$ cat config.mk
export PLATFORM = sky130hd
export DESIGN_NAME = phsr_queue
export DESIGN_NICKNAME = d
export VERILOG_FILES = /design/src/rtl/phsr_pkg.sv /design/src/rtl/phsr_queue.sv
export SDC_FILE = /design/constraint.sdc
export NUM_CORES = 1
export LEC_CHECK = 0
export CORE_AREA = 2 2 60 45
export CTS_CLUSTER_DIAMETER = 40
export DETAILED_ROUTE_END_ITERATION = 16
export DIE_AREA = 0 0 62 47
export DONT_BUFFER_PORTS = 1
export GPL_ROUTABILITY_DRIVEN = 1
export GPL_TIMING_DRIVEN = 0
export PLACE_DENSITY_LB_ADDON = 0.08
export SLEW_MARGIN = 20
export SYNTH_ARGS = -nofsm -noshare
export SYNTH_HDL_FRONTEND = slang
export SYNTH_SLANG_ARGS = --single-unit
$ cat constraint.sdc
create_clock -name i_clk -period 1.6 [get_ports i_clk]
set_input_delay 0.08 -clock i_clk [delete_from_list [all_inputs] [get_ports i_clk]]
set_output_delay 0.08 -clock i_clk [all_outputs]
set_load 0.03 [all_outputs]
$ cat src/rtl/phsr_pkg.sv
// ----------------------------------------------------------------------------
// phsr_pkg
// Types and constants shared by the pulse height spectrum and rate block.
// ----------------------------------------------------------------------------
package phsr_pkg;

    localparam int CMD_W      = 2;
    localparam int AMP_W      = 12;
    localparam int BIN_IDX_W  = 11;
    localparam int START_W    = 11;
    localparam int DIV_W      = 16;
    localparam int SLOT_W     = 16;
    localparam int BIN_W      = 32;
    localparam int ACC_W      = 32;
    localparam int RATE_W     = 20;
    localparam int CFG_IDX_W  = 2;
    localparam int CFG_DATA_W = 16;

    // power of two, pointers wrap naturally
    localparam int Q_DEPTH    = 2;
    localparam int Q_PTR_W    = $clog2(Q_DEPTH);

    localparam logic [SLOT_W-1:0] SLOT_MAX = '1;
    localparam logic [BIN_W-1:0]  BIN_MAX  = '1;
    localparam logic [RATE_W-1:0] RATE_MAX = '1;

    typedef enum logic [CMD_W-1:0] {
        CMD_PULSE = 2'd0,
        CMD_TICK  = 2'd1,
        CMD_CLEAR = 2'd2,
        CMD_READ  = 2'd3
    } t_cmd;

    typedef enum logic [CFG_IDX_W-1:0] {
        CFG_START_CHANNEL = 2'd0,
        CFG_SPECTRUM_MODE = 2'd1,
        CFG_SOUND_ON      = 2'd2,
        CFG_CLICK_DIVIDER = 2'd3
    } t_cfg_idx;

    typedef enum logic [3:0] {
        OP_DROP,
        OP_PULSE_RATE,
        OP_PULSE_BIN,
        OP_PULSE_CLICK,
        OP_TICK,
        OP_TICK_ACC,
        OP_CLEAR,
        OP_READ,
        OP_READ_ZERO
    } t_op_kind;

    typedef struct packed {
        t_op_kind               kind;
        logic [BIN_IDX_W-1:0]   bin;
    } t_op;

    typedef struct packed {
        logic               sound_on;
        logic [DIV_W-1:0]   divider;
    } t_click_cfg;

    typedef struct packed {
        logic               click;
        logic [RATE_W-1:0]  rate_count;
        logic [ACC_W-1:0]   accum_time;
        logic [BIN_W-1:0]   bin_value;
    } t_result;

    typedef enum logic [2:0] {
        ST_INIT,
        ST_IDLE,
        ST_RMW,
        ST_READ,
        ST_CLEAR
    } t_state;

endpackage

$ cat src/rtl/phsr_queue.sv
// ----------------------------------------------------------------------------
// phsr_queue
// Short operation queue between front and back end.
// ----------------------------------------------------------------------------
module phsr_queue import phsr_pkg::*; (
    input  logic    i_clk,
    input  logic    i_rst_n,
    input  logic    i_push,
    input  t_op     i_data,
    output logic    o_full,
    input  logic    i_pop,
    output logic    o_valid,
    output t_op     o_data
);

    t_op                r_entries [Q_DEPTH];
    logic [Q_PTR_W-1:0] r_wr_ptr;
    logic [Q_PTR_W-1:0] r_rd_ptr;
    logic [Q_PTR_W:0]   r_count;

    always_ff @(posedge i_clk) begin
        if (i_push) begin
            r_entries[r_wr_ptr] <= i_data;
        end
    end

    always_ff @(posedge i_clk) begin
        if (!i_rst_n) begin
            r_wr_ptr <= '0;
            r_rd_ptr <= '0;
            r_count  <= '0;
        end else begin
            if (i_push) begin
                r_wr_ptr <= r_wr_ptr + 1'b1;
            end
            if (i_pop) begin
                r_rd_ptr <= r_rd_ptr + 1'b1;
            end
            case ({i_push, i_pop})
                2'b10:   r_count <= r_count + 1'b1;
                2'b01:   r_count <= r_count - 1'b1;
                default: r_count <= r_count;
            endcase
        end
    end

    assign o_full  = (r_count == (Q_PTR_W+1)'(Q_DEPTH));
    assign o_valid = (r_count != '0);
    assign o_data  = r_entries[r_rd_ptr];

endmodule

==> results_dict.tcl <==
set metrics [dict create \
    outcome "completed" \
    grt_pass1_wl_um 2720 \
    period_needed_ns 1.51 \
    antenna_cells 0 \
    leakagePower_uw 0.000543 \
    place_area_um2 1340 \
    post_drt_via_cell_ratio 5.03 \
    rr_startpoint "r_wr_ptr" \
    synth_area_per_cell_um2 18.8 \
    cts_tree "yes" \
    final_common_cell "edfxtp_1" \
    dp_hpwl_um 1100 \
    grt_overflow 0 \
    worstPathArrival_ns 1.43 \
    dieArea_um2 2910 \
    rsz0062_at_grt "no" \
    p_sw_uw 451 \
    fp.dieH_um 47 \
    intPower_uw 1320 \
    synth_top_family_by_area "multiplexers" \
    use_met3 0.0634 \
    grt_max_degree 17 \
    nNetsFinal 113 \
    layout-drive-gt1-share 0.266 \
    ios 36 \
    power_frac_seq 0.601 \
    regToRegSetupSlack_ns 0.25 \
    grt_use_met1 0.159 \
    busiest_layer "met2" \
    antenna_left 0 \
    n_fill_cell 172 \
    finalMaxSlewViolations 0 \
    p_comb_frac 0.154 \
    clockBufferDepth 2 \
    synthTopCellsByArea "edfxtp_1 (69%), mux2_2 (13%), dfxtp_1 (7.7%)" \
    h-tree-depth 2 \
    holdPathStages 3 \
    synth_area_um2 1300 \
    synth_simple_gate_area_frac 0.0434 \
    grt_pass1_vias 625 \
    clock_sinks 35 \
    wl_um 1830 \
    relSlewSlack 0.457 \
    finClkSkew_ns 0.00303 \
    path_max_fanout 15 \
    syn_to_final_growth_pct 20.8 \
    cts_root_buf "clkbuf_4" \
    wl_per_cell_um 14.3 \
    antenna_found_initial 0 \
    dp.cells 103 \
    use_met2 0.223 \
    ys_types 17 \
    drtIter0Drc 22 \
    clkTransAtPathRegs_ns 0.09 \
    core_area_um2 2350 \
    post_cts_buffers 0 \
    vias 644 \
    synth_fa_ha_area_frac 0.00963 \
    io_buffers 0 \
    cts_resized 0 \
    clock_latency_ns 0.32 \
    ys_seq_area_frac 0.771 \
    power.density_nw_per_um2 1130 \
    timing.final.crit_share 0.942 \
    synthMuxAreaShare 0.130 \
    min_from "i_pop" \
    r2r-end "r_entries[0][13]" \
    synth_compound_area_frac 0.0154 \
    track_usage 0.142 \
    clkPwrFrac 0.245 \
    finalHoldViolations 0 \
    die_w_um 62 \
    layout.cells.non_filler 128 \
    switching_share 0.255 \
    stdcell_area_um2 1570 \
    ir_drop_mv 0.686 \
    drt_first_pass_iters 3 \
    path_class "register to primary output" \
    syn_inst 69 \
    worst_pin_slew_ns 0.813 \
    row_count 15 \
    yosys_warnings 0 \
    r2r_cells 1 \
    cts_made_buffers 5 \
    drc_errors 0 \
    min_to "r_count[1]" \
    cp_data_required_time_ns 1.52 \
    max_cap_viol_count 0 \
    max_freq_mhz 663 \
    synth_xor_area_frac 0.0202 \
    hold_path.class "input pin to register" \
    synth_top_area_frac 0.694 \
    synth_top_cell_by_area "edfxtp_1" \
    synth_seq_cells 35 \
    crit_path_start_kind "register" \
    place_ws_ns 0.215 \
    most-common-layout-cells "edfxtp_1 (30), dlygate4sd3_1 (18), mux2_2 (15)" \
    place_congestion 0.573 \
    holdWs_ns 0.113 \
    syn_nets 89 \
    setup_slack_ns 0.0921 \
    finalSetupViolations 0 \
    start_util 0.554 \
    cp-end-kind "primary output" \
]
metrics by stage:
stage,total power (µW),util,setup TNS [ns]
6_report,1770,0.669,0
5_1_grt,1840,0.669,0
4_1_cts,1800,0.669,0
3_5_place_dp,1320,0.573,0
3_3_place_gp,1320,0.572,-2.28
2_1_floorplan,1300,-,0
power groups by stage:
stage | Sequential, µW | Clock, µW | Combinational, µW
2_1_floorplan | 1080 | 0 | 215
3_3_place_gp | 1080 | 0 | 235
3_5_place_dp | 1090 | 0 | 237
4_1_cts | 1060 | 455 | 276
5_1_grt | 1070 | 484 | 290
6_report | 1060 | 434 | 273
sequential cells by signal, indices dropped and copies added (netlist names), named ones only:
name and cells:
r_entries 30, r_count 2, r_rd_ptr 1, r_wr_ptr 1
worst max-delay path, stage by stage (launching register included):
cell and delay (ns):
dfxtp_1 0.31, buf_2 0.32, mux2_2 0.47
cell families (layout without fill, tap and decap cells):
kind of cell | after synthesis | in the layout
flops | 35 | 35
mux | 15 | 15
simple gates | 9 | 9
compound gates | 3 | 3
xor+xnor | 3 | 3
buf+inv | 3 | 28
fa+ha+maj | 1 | 1
how the worst max path moves through the flow:
| stage | from | to | slack (ns) | cells after the start |
|---|---|---|---|---|
| final | register | o_data[12] | 0.09 | 2 |
| after global placement | r_wr_ptr | r_entries[0][4] | -0.15 | 1 |
| after CTS | register | o_data[10] | 0.05 | 2 |
| after global routing | register | o_data[10] | 0.01 | 2 |
| after floorplan | r_wr_ptr | r_entries[0][0] | 0.21 | 1 |
| after detailed placement | r_wr_ptr | r_entries[1][4] | 0.22 | 1 |
metal layers:
layer  vias to the layer above  part of all wire  wire, µm
met5                         -                 0         0
met2                        23              0.52       961
met4                         0             0.019        35
met1                       312              0.38       700
li1                        305                 -         -
met3                         4             0.073       134
repair_timing:
action	CTS	global route
endpoints found under the hold margin	35	0
setup endpoints to repair	10	0
hold buffers	18	0
Yosys cell counts:
cell,instances
edfxtp_1,30
mux2_2,15
dfxtp_1,5
and2_1,4
buf_2,2
xnor2_1,2
a21boi_1,1
and2b_2,1
ha_1,1
inv_1,1
nor2_1,1
nor2b_1,1
o21a_1,1
o21ai_0,1
or2_2,1
or3_1,1
xor2_1,1
layout make-up:
| type | count | area (µm²) | share of cell area |
|---|---|---|---|
| plain buffers | 1 | 5.00 | 0.00319 |
| clock buffers | 7 | 45.0 | 0.0287 |
| clock inverters | 1 | 5.00 | 0.00319 |
| inverters | 1 | 3.75 | 0.00239 |
| multi-input cells | 31 | 287 | 0.183 |
| flip-flops and latches | 35 | 1000 | 0.638 |
| well taps | 34 | 42.5 | 0.0271 |
| repair buffers | 18 | 180 | 0.115 |
(Power assumes the default switching activity.)
