==> src/rtl/phsr_pkg.sv <==
// ----------------------------------------------------------------------------
// phsr_pkg
// Types and constants shared by the pulse height spectrum and rate block.
// ----------------------------------------------------------------------------
package phsr_pkg;

    localparam int CMD_W      = 2;
    localparam int AMP_W      = 12;
    localparam int BIN_IDX_W  = 11;
    localparam int START_W    = 11;
    localparam int DIV_W      = 16;
    localparam int SLOT_W     = 16;
    localparam int BIN_W      = 32;
    localparam int ACC_W      = 32;
    localparam int RATE_W     = 20;
    localparam int CFG_IDX_W  = 2;
    localparam int CFG_DATA_W = 16;

    // power of two, pointers wrap naturally
    localparam int Q_DEPTH    = 2;
    localparam int Q_PTR_W    = $clog2(Q_DEPTH);

    localparam logic [SLOT_W-1:0] SLOT_MAX = '1;
    localparam logic [BIN_W-1:0]  BIN_MAX  = '1;
    localparam logic [RATE_W-1:0] RATE_MAX = '1;

    typedef enum logic [CMD_W-1:0] {
        CMD_PULSE = 2'd0,
        CMD_TICK  = 2'd1,
        CMD_CLEAR = 2'd2,
        CMD_READ  = 2'd3
    } t_cmd;

    typedef enum logic [CFG_IDX_W-1:0] {
        CFG_START_CHANNEL = 2'd0,
        CFG_SPECTRUM_MODE = 2'd1,
        CFG_SOUND_ON      = 2'd2,
        CFG_CLICK_DIVIDER = 2'd3
    } t_cfg_idx;

    typedef enum logic [3:0] {
        OP_DROP,
        OP_PULSE_RATE,
        OP_PULSE_BIN,
        OP_PULSE_CLICK,
        OP_TICK,
        OP_TICK_ACC,
        OP_CLEAR,
        OP_READ,
        OP_READ_ZERO
    } t_op_kind;

    typedef struct packed {
        t_op_kind               kind;
        logic [BIN_IDX_W-1:0]   bin;
    } t_op;

    typedef struct packed {
        logic               sound_on;
        logic [DIV_W-1:0]   divider;
    } t_click_cfg;

    typedef struct packed {
        logic               click;
        logic [RATE_W-1:0]  rate_count;
        logic [ACC_W-1:0]   accum_time;
        logic [BIN_W-1:0]   bin_value;
    } t_result;

    typedef enum logic [2:0] {
        ST_INIT,
        ST_IDLE,
        ST_RMW,
        ST_READ,
        ST_CLEAR
    } t_state;

endpackage

==> src/rtl/phsr_ifs.sv <==
// ----------------------------------------------------------------------------
// phsr interfaces
// Valid/ready channels: command input, result output, register writes.
// ----------------------------------------------------------------------------
interface phsr_in_if import phsr_pkg::*; ();
    logic                   valid;
    logic                   ready;
    logic [CMD_W-1:0]       command;
    logic [AMP_W-1:0]       amplitude;
    logic                   pump_busy;
    logic [BIN_IDX_W-1:0]   bin_index;

    modport source (output valid, command, amplitude, pump_busy, bin_index, input ready);
    modport sink   (input valid, command, amplitude, pump_busy, bin_index, output ready);
endinterface


interface phsr_cfg_if import phsr_pkg::*; ();
    logic                   valid;
    logic                   ready;
    logic [CFG_IDX_W-1:0]   index;
    logic [CFG_DATA_W-1:0]  data;

    modport source (output valid, index, data, input ready);
    modport sink   (input valid, index, data, output ready);
endinterface

==> src/rtl/phsr_front.sv <==
// ----------------------------------------------------------------------------
// phsr_front
// Holds the configuration registers, accepts commands and classifies them
// into operations for the back end.
// ----------------------------------------------------------------------------
module phsr_front import phsr_pkg::*; #(
    parameter int NUM_BINS = 2048
) (
    input  logic        i_clk,
    input  logic        i_rst_n,
    phsr_cfg_if.sink    i_cfg,
    phsr_in_if.sink     i_in,
    input  logic        i_full,
    input  logic        i_sweeping,
    output logic        o_push,
    output t_op         o_op,
    output t_click_cfg  o_click_cfg
);

    localparam logic [BIN_IDX_W+1:0] NB = (BIN_IDX_W+2)'(NUM_BINS);

    logic [START_W-1:0] r_start_channel;
    logic               r_spectrum_mode;
    logic               r_sound_on;
    logic [DIV_W-1:0]   r_click_divider;

    logic [BIN_IDX_W-1:0] amp_bin;
    logic                 drop;
    logic                 amp_in_range;
    logic                 idx_in_range;

    always_ff @(posedge i_clk) begin
        if (!i_rst_n) begin
            r_start_channel <= '0;
            r_spectrum_mode <= 1'b0;
            r_sound_on      <= 1'b1;
            r_click_divider <= '0;
        end else if (i_cfg.valid) begin
            case (t_cfg_idx'(i_cfg.index))
                CFG_START_CHANNEL: r_start_channel <= i_cfg.data[START_W-1:0];
                CFG_SPECTRUM_MODE: r_spectrum_mode <= i_cfg.data[0];
                CFG_SOUND_ON:      r_sound_on      <= i_cfg.data[0];
                CFG_CLICK_DIVIDER: r_click_divider <= i_cfg.data[DIV_W-1:0];
                default: ;
            endcase
        end
    end

    assign i_cfg.ready = 1'b1;

    assign amp_bin      = i_in.amplitude[AMP_W-1:1];
    assign drop         = i_in.pump_busy || (i_in.amplitude < {r_start_channel, 1'b0});
    assign amp_in_range = ((BIN_IDX_W+2)'(amp_bin) < NB);
    assign idx_in_range = ((BIN_IDX_W+2)'(i_in.bin_index) < NB);

    always_comb begin
        o_op.bin  = amp_bin;
        o_op.kind = OP_DROP;
        case (t_cmd'(i_in.command))
            CMD_PULSE: begin
                if (drop) begin
                    o_op.kind = OP_DROP;
                end else if (r_spectrum_mode) begin
                    o_op.kind = amp_in_range ? OP_PULSE_BIN : OP_PULSE_RATE;
                end else begin
                    o_op.kind = OP_PULSE_CLICK;
                end
            end
            CMD_TICK:  o_op.kind = r_spectrum_mode ? OP_TICK_ACC : OP_TICK;
            CMD_CLEAR: o_op.kind = OP_CLEAR;
            CMD_READ: begin
                o_op.bin  = i_in.bin_index;
                o_op.kind = idx_in_range ? OP_READ : OP_READ_ZERO;
            end
            default: o_op.kind = OP_DROP;
        endcase
    end

    assign i_in.ready           = !i_full && !i_sweeping;
    assign o_push               = i_in.valid && i_in.ready;
    assign o_click_cfg.sound_on = r_sound_on;
    assign o_click_cfg.divider  = r_click_divider;

endmodule

==> src/flat_wrapper.sv <==
// flat-port wrapper written by rule: the top's interface ports become plain ports
module phsr_front_flat import phsr_pkg::*;
#(
    parameter int NUM_BINS = 2048
)
  (i_clk, i_rst_n, i_full, i_sweeping, o_push, o_op, o_click_cfg, i_cfg_valid, i_cfg_index, i_cfg_data, i_cfg_ready, i_in_valid, i_in_command, i_in_amplitude, i_in_pump_busy, i_in_bin_index, i_in_ready);
  phsr_cfg_if i_cfg_i ();
  phsr_in_if i_in_i ();
  input  logic i_clk;
  input  logic i_rst_n;
  input  logic i_full;
  input  logic i_sweeping;
  output logic o_push;
  output t_op o_op;
  output t_click_cfg o_click_cfg;
  input wire logic [$bits(i_cfg_i.valid)-1:0] i_cfg_valid;
  input wire logic [$bits(i_cfg_i.index)-1:0] i_cfg_index;
  input wire logic [$bits(i_cfg_i.data)-1:0] i_cfg_data;
  output wire logic [$bits(i_cfg_i.ready)-1:0] i_cfg_ready;
  input wire logic [$bits(i_in_i.valid)-1:0] i_in_valid;
  input wire logic [$bits(i_in_i.command)-1:0] i_in_command;
  input wire logic [$bits(i_in_i.amplitude)-1:0] i_in_amplitude;
  input wire logic [$bits(i_in_i.pump_busy)-1:0] i_in_pump_busy;
  input wire logic [$bits(i_in_i.bin_index)-1:0] i_in_bin_index;
  output wire logic [$bits(i_in_i.ready)-1:0] i_in_ready;
  assign i_cfg_i.valid = i_cfg_valid;
  assign i_cfg_i.index = i_cfg_index;
  assign i_cfg_i.data = i_cfg_data;
  assign i_cfg_ready = i_cfg_i.ready;
  assign i_in_i.valid = i_in_valid;
  assign i_in_i.command = i_in_command;
  assign i_in_i.amplitude = i_in_amplitude;
  assign i_in_i.pump_busy = i_in_pump_busy;
  assign i_in_i.bin_index = i_in_bin_index;
  assign i_in_ready = i_in_i.ready;
  phsr_front #(.NUM_BINS(NUM_BINS)) u_core (.i_clk(i_clk), .i_rst_n(i_rst_n), .i_cfg(i_cfg_i), .i_in(i_in_i), .i_full(i_full), .i_sweeping(i_sweeping), .o_push(o_push), .o_op(o_op), .o_click_cfg(o_click_cfg));
endmodule
==> config.mk <==
export PLATFORM = sky130hd
export DESIGN_NAME = phsr_front_flat
export DESIGN_NICKNAME = d
export VERILOG_FILES = /design/src/rtl/phsr_pkg.sv /design/src/rtl/phsr_ifs.sv /design/src/rtl/phsr_front.sv /design/src/flat_wrapper.sv
export SDC_FILE = /design/constraint.sdc
export NUM_CORES = 1
export LEC_CHECK = 0
export ABC_CLOCK_PERIOD_IN_PS = 1900
export BUFFER_PORTS_ARGS = -buffer_cell sky130_fd_sc_hd__buf_2
export CAP_MARGIN = 20
export CORE_ASPECT_RATIO = 0.75
export CORE_MARGIN = 10
export CORE_UTILIZATION = 45
export CTS_BUF_LIST = sky130_fd_sc_hd__clkbuf_8
export DETAILED_ROUTE_END_ITERATION = 7
export HOLD_SLACK_MARGIN = 0.05
export PLACE_DENSITY = 0.82
export SYNTH_ARGS = -nofsm -noshare
export SYNTH_HDL_FRONTEND = slang
export SYNTH_SLANG_ARGS = --single-unit
==> constraint.sdc <==
create_clock -name i_clk -period 1.9 [get_ports i_clk]
set_input_delay 0.19 -clock i_clk [delete_from_list [all_inputs] [get_ports i_clk]]
set_output_delay 0.19 -clock i_clk [all_outputs]
set_load 0.05 [all_outputs]
==> qor.txt <==
Final wirelength: 4500 um
Hold Slack: 153 ps
Routed wire per std cell: 14.6 um
Fin crit share: 1.09
Synth Area in Simple Gates: 0.214
Worst EP arrival: 1880 ps
Final setup violation count: 2
Num CTS Buffers: 5
Reg-to-Reg End: u_core.r_start_channel[10]
Vias per inst: 4.89
# DRC: 0
Synthesis Warnings: 0
Psw: 0.000481 W
Hold_buf cts: 0
Sequential Area: 587 um2
Ys async rst share: 0
Sequential fraction of the synthesis area: 0.374
CTS Sinks: 29
Number of synthesized flops with an enable pin: 0
Multiplexer share of the synthesized area: 0.100
Worst Path Required: 1710 ps
Total placed cells including tap cells: 298
IO Pins: 85
Mapped Nets: 247
1st-pass router iterations: 6
Syn avg cell area: 8.29 um2
Final Max Tran Viols: 0
Syn Std Cell Area: 1550 um2
Cell row count: 18
CP Class: flop to output port
Layout Cells excl Fill: 308
R2R cell count: 6
Pwr/cell area: 712 nW/um2
Slew headroom: 0.590
Port bufs: 81
Type of origin of the critical path: flop
Failing checks: setup timing
Worst-Skew Late Latency: 270 ps
P&R area growth vs syn: 39.6%
Antenna violations before repair: 0
CTS H-tree depth: 2
Total global-route track usage: 0.138
Largest net degree at the start of global routing: 30
Die H: 70.8 um
Most frequent cells after synthesis: 37 x nand2_1, 29 x dfxtp_1, 15 x a21oi_1
Max VDD drop: 0.000624 V
Final-report hold violation count: 0
Nets: 328
Max Clock Freq: 483 MHz
Hold Crit Depth: 3
Share of layout cells above drive strength 1: 0.466
Ranking of synthesized cells by area: dfxtp_1 37%, nand2_1 9.0%, mux2_2 8.7%, ha_1 8.1%, nor2b_1 5.2%
Detail Placement HPWL: 3380 um
Worst-Margin Slew: 614 ps
Seq pwr share: 0.414
Tmin final: 2070 ps
Post-DRT Antenna Nets: 0
Global-route wire length before repair: 7010 um
Placed instance area: 1950 um2
Yosys top cell by area: dfxtp_1
Via count: 1,507
Worst-path fanout max: 2
Die width: 87.8 um
Ant diodes: 0
Post-Synth Adder-Cell Area: 0.0807
Total of max-cap violations: 0
Top-area cell type share of the netlist area: 0.374
Clock root buffer master: clkbuf_8
Comb pwr share: 0.266
Largest family of logic cells by synthesized area: simple AND/OR/NAND/NOR gates
HP Start: i_cfg_data[12]
Ys flop type: dfxtp_1
Die Area: 6220 um2
Post-synthesis cell count: 187
Fill cell count: 278
Hold Crit Class: primary input to flop
Area share of xor/xnor cells in the synthesized design: 0
Status: finished, violations left
P_leak: 0.988 nW
Worst Setup Slack, final: -170 ps
Critical Path End Type: output port
Clock skew: 0 ps
Worst path slowest cell: dfxtp_2
Starting Density: 0.468
CTS clk-pin slew, worst paths: 60 ps
CP cell instances: inv_2 > ha_4 > nand4_1 > nor2_2 > nand4_1 > a211oi_2 > mux2_4 > buf_8
Multi-input logic area: 937 um2
R2r startpoint: u_core.r_start_channel[10]
Core ar.: 3310 um2
Number of global-route vias before repair: 1,468
Synth Area in Compound Gates: 0.157
Hold Path End: u_core.r_click_divider[12]
Most common cell in the netlist: nand2_1
CTS tree: done
Net Sw Frac: 0.312
Reg2Reg Setup Slack: 980 ps
Int Pwr: 0.00106 W
DRT iter0 DRCs: 100
Clock share of power: 0.320
RSZ-0062 raised after global routing: yes
Remaining global-route overflow: 0
Cell variety after synth: 27
Yosys reg bits: 29
Placement Setup Slack: -20.8 ps
Most frequent CP cell: nand4_1
Post-route cell area: 2160 um2
CTS max path bufs: 2
Placer Congestion: 0.765
Max stage delay on crit path: 320 ps
[cells by family after synthesis]
kind of cell	count (synthesis)
AO/OA/AOI/OAI	37
adder cells (fa/ha/maj)	10
buffers and inverters	23
flip-flops	29
multiplexers	14
other	2
AND/OR/NAND/NOR	72
[cell usage in the layout (no fill, tap or decap), types with 7 or more instances in the layout]
cell type / instances
a21boi_1: 10
mux2_2: 11
nor2_1: 12
inv_1: 7
dfxtp_1: 24
nor2b_1: 13
a21oi_1: 14
nand2_1: 37
buf_2: 79
[power groups by stage]
stage / Clock (W) / Sequential, W / Combinational [W]
floorplan: 0 / 0.000688 / 0.000229
global placement: 0 / 0.000649 / 0.000372
detailed placement: 0 / 0.000650 / 0.000378
CTS: 0.000506 / 0.000638 / 0.000406
global route: 0.000532 / 0.000640 / 0.000445
finish: 0.000493 / 0.000638 / 0.000410
[layout make-up]
class,count,share of cell area
multi-input cells,135,0.433
inverters,11,0.0191
clock inverters,1,0.00173
clock buffers,6,0.0382
well taps,40,0.0231
repair buffers,86,0.214
flip-flops and latches,29,0.271
[per-stage QoR]
stage,total power (W),setup TNS [ps],utilization
floorplan,0.000917,0,-
global placement,0.00102,0,0.590
detailed placement,0.00103,-20.8,0.590
CTS,0.00155,-292,0.653
global route,0.00162,-585,0.654
finish,0.00154,-312,0.654
[worst max path at each step]
stage	slack, ps	depth (start not counted)	end	from
2_1_floorplan	170	7	o_op[11]	u_core.r_start_channel[10]
3_3_place_gp	7	8	o_op[11]	u_core.r_start_channel[10]
3_5_place_dp	-20	8	o_op[11]	u_core.r_start_channel[10]
4_1_cts	-160	8	o_op[11]	u_core.r_start_channel[10]
5_1_grt	-310	8	o_op[11]	u_core.r_start_channel[10]
6_report	-170	8	o_op[11]	u_core.r_start_channel[7]
[layer usage]
| metal | up-vias | GRT usage | wire length [um] |
|---|---|---|---|
| li1 | 774 | - | - |
| met1 | 658 | 0.162 | 1960 |
| met2 | 69 | 0.214 | 1950 |
| met3 | 6 | 0.0606 | 523 |
| met4 | 0 | 0.0548 | 62 |
| met5 | - | 0 | 0 |
[timing repair]
item / CTS / global route
setup buffers: 3 / 0
setup endpoints to repair: 2 / 2
gates resized for setup: 24 / 1
pin swaps: 11 / 0
[state kept, by name, summed over array words and instances, names as in the netlist]
signal	count
u_core.r_click_divider	16
u_core.r_start_channel	11
u_core.r_sound_on	1
u_core.r_spectrum_mode	1
[critical path: cells and delay by family, from the launching register on]
| kind | cells | cell delay, ps |
|---|---|---|
| fa+ha+maj | 1 | 250 |
| buf+inv | 2 | 190 |
| simple gates | 3 | 390 |
| flops | 1 | 320 |
| mux | 1 | 190 |
| compound gates | 1 | 260 |
Note: power is estimated with default switching activity, not from simulation.
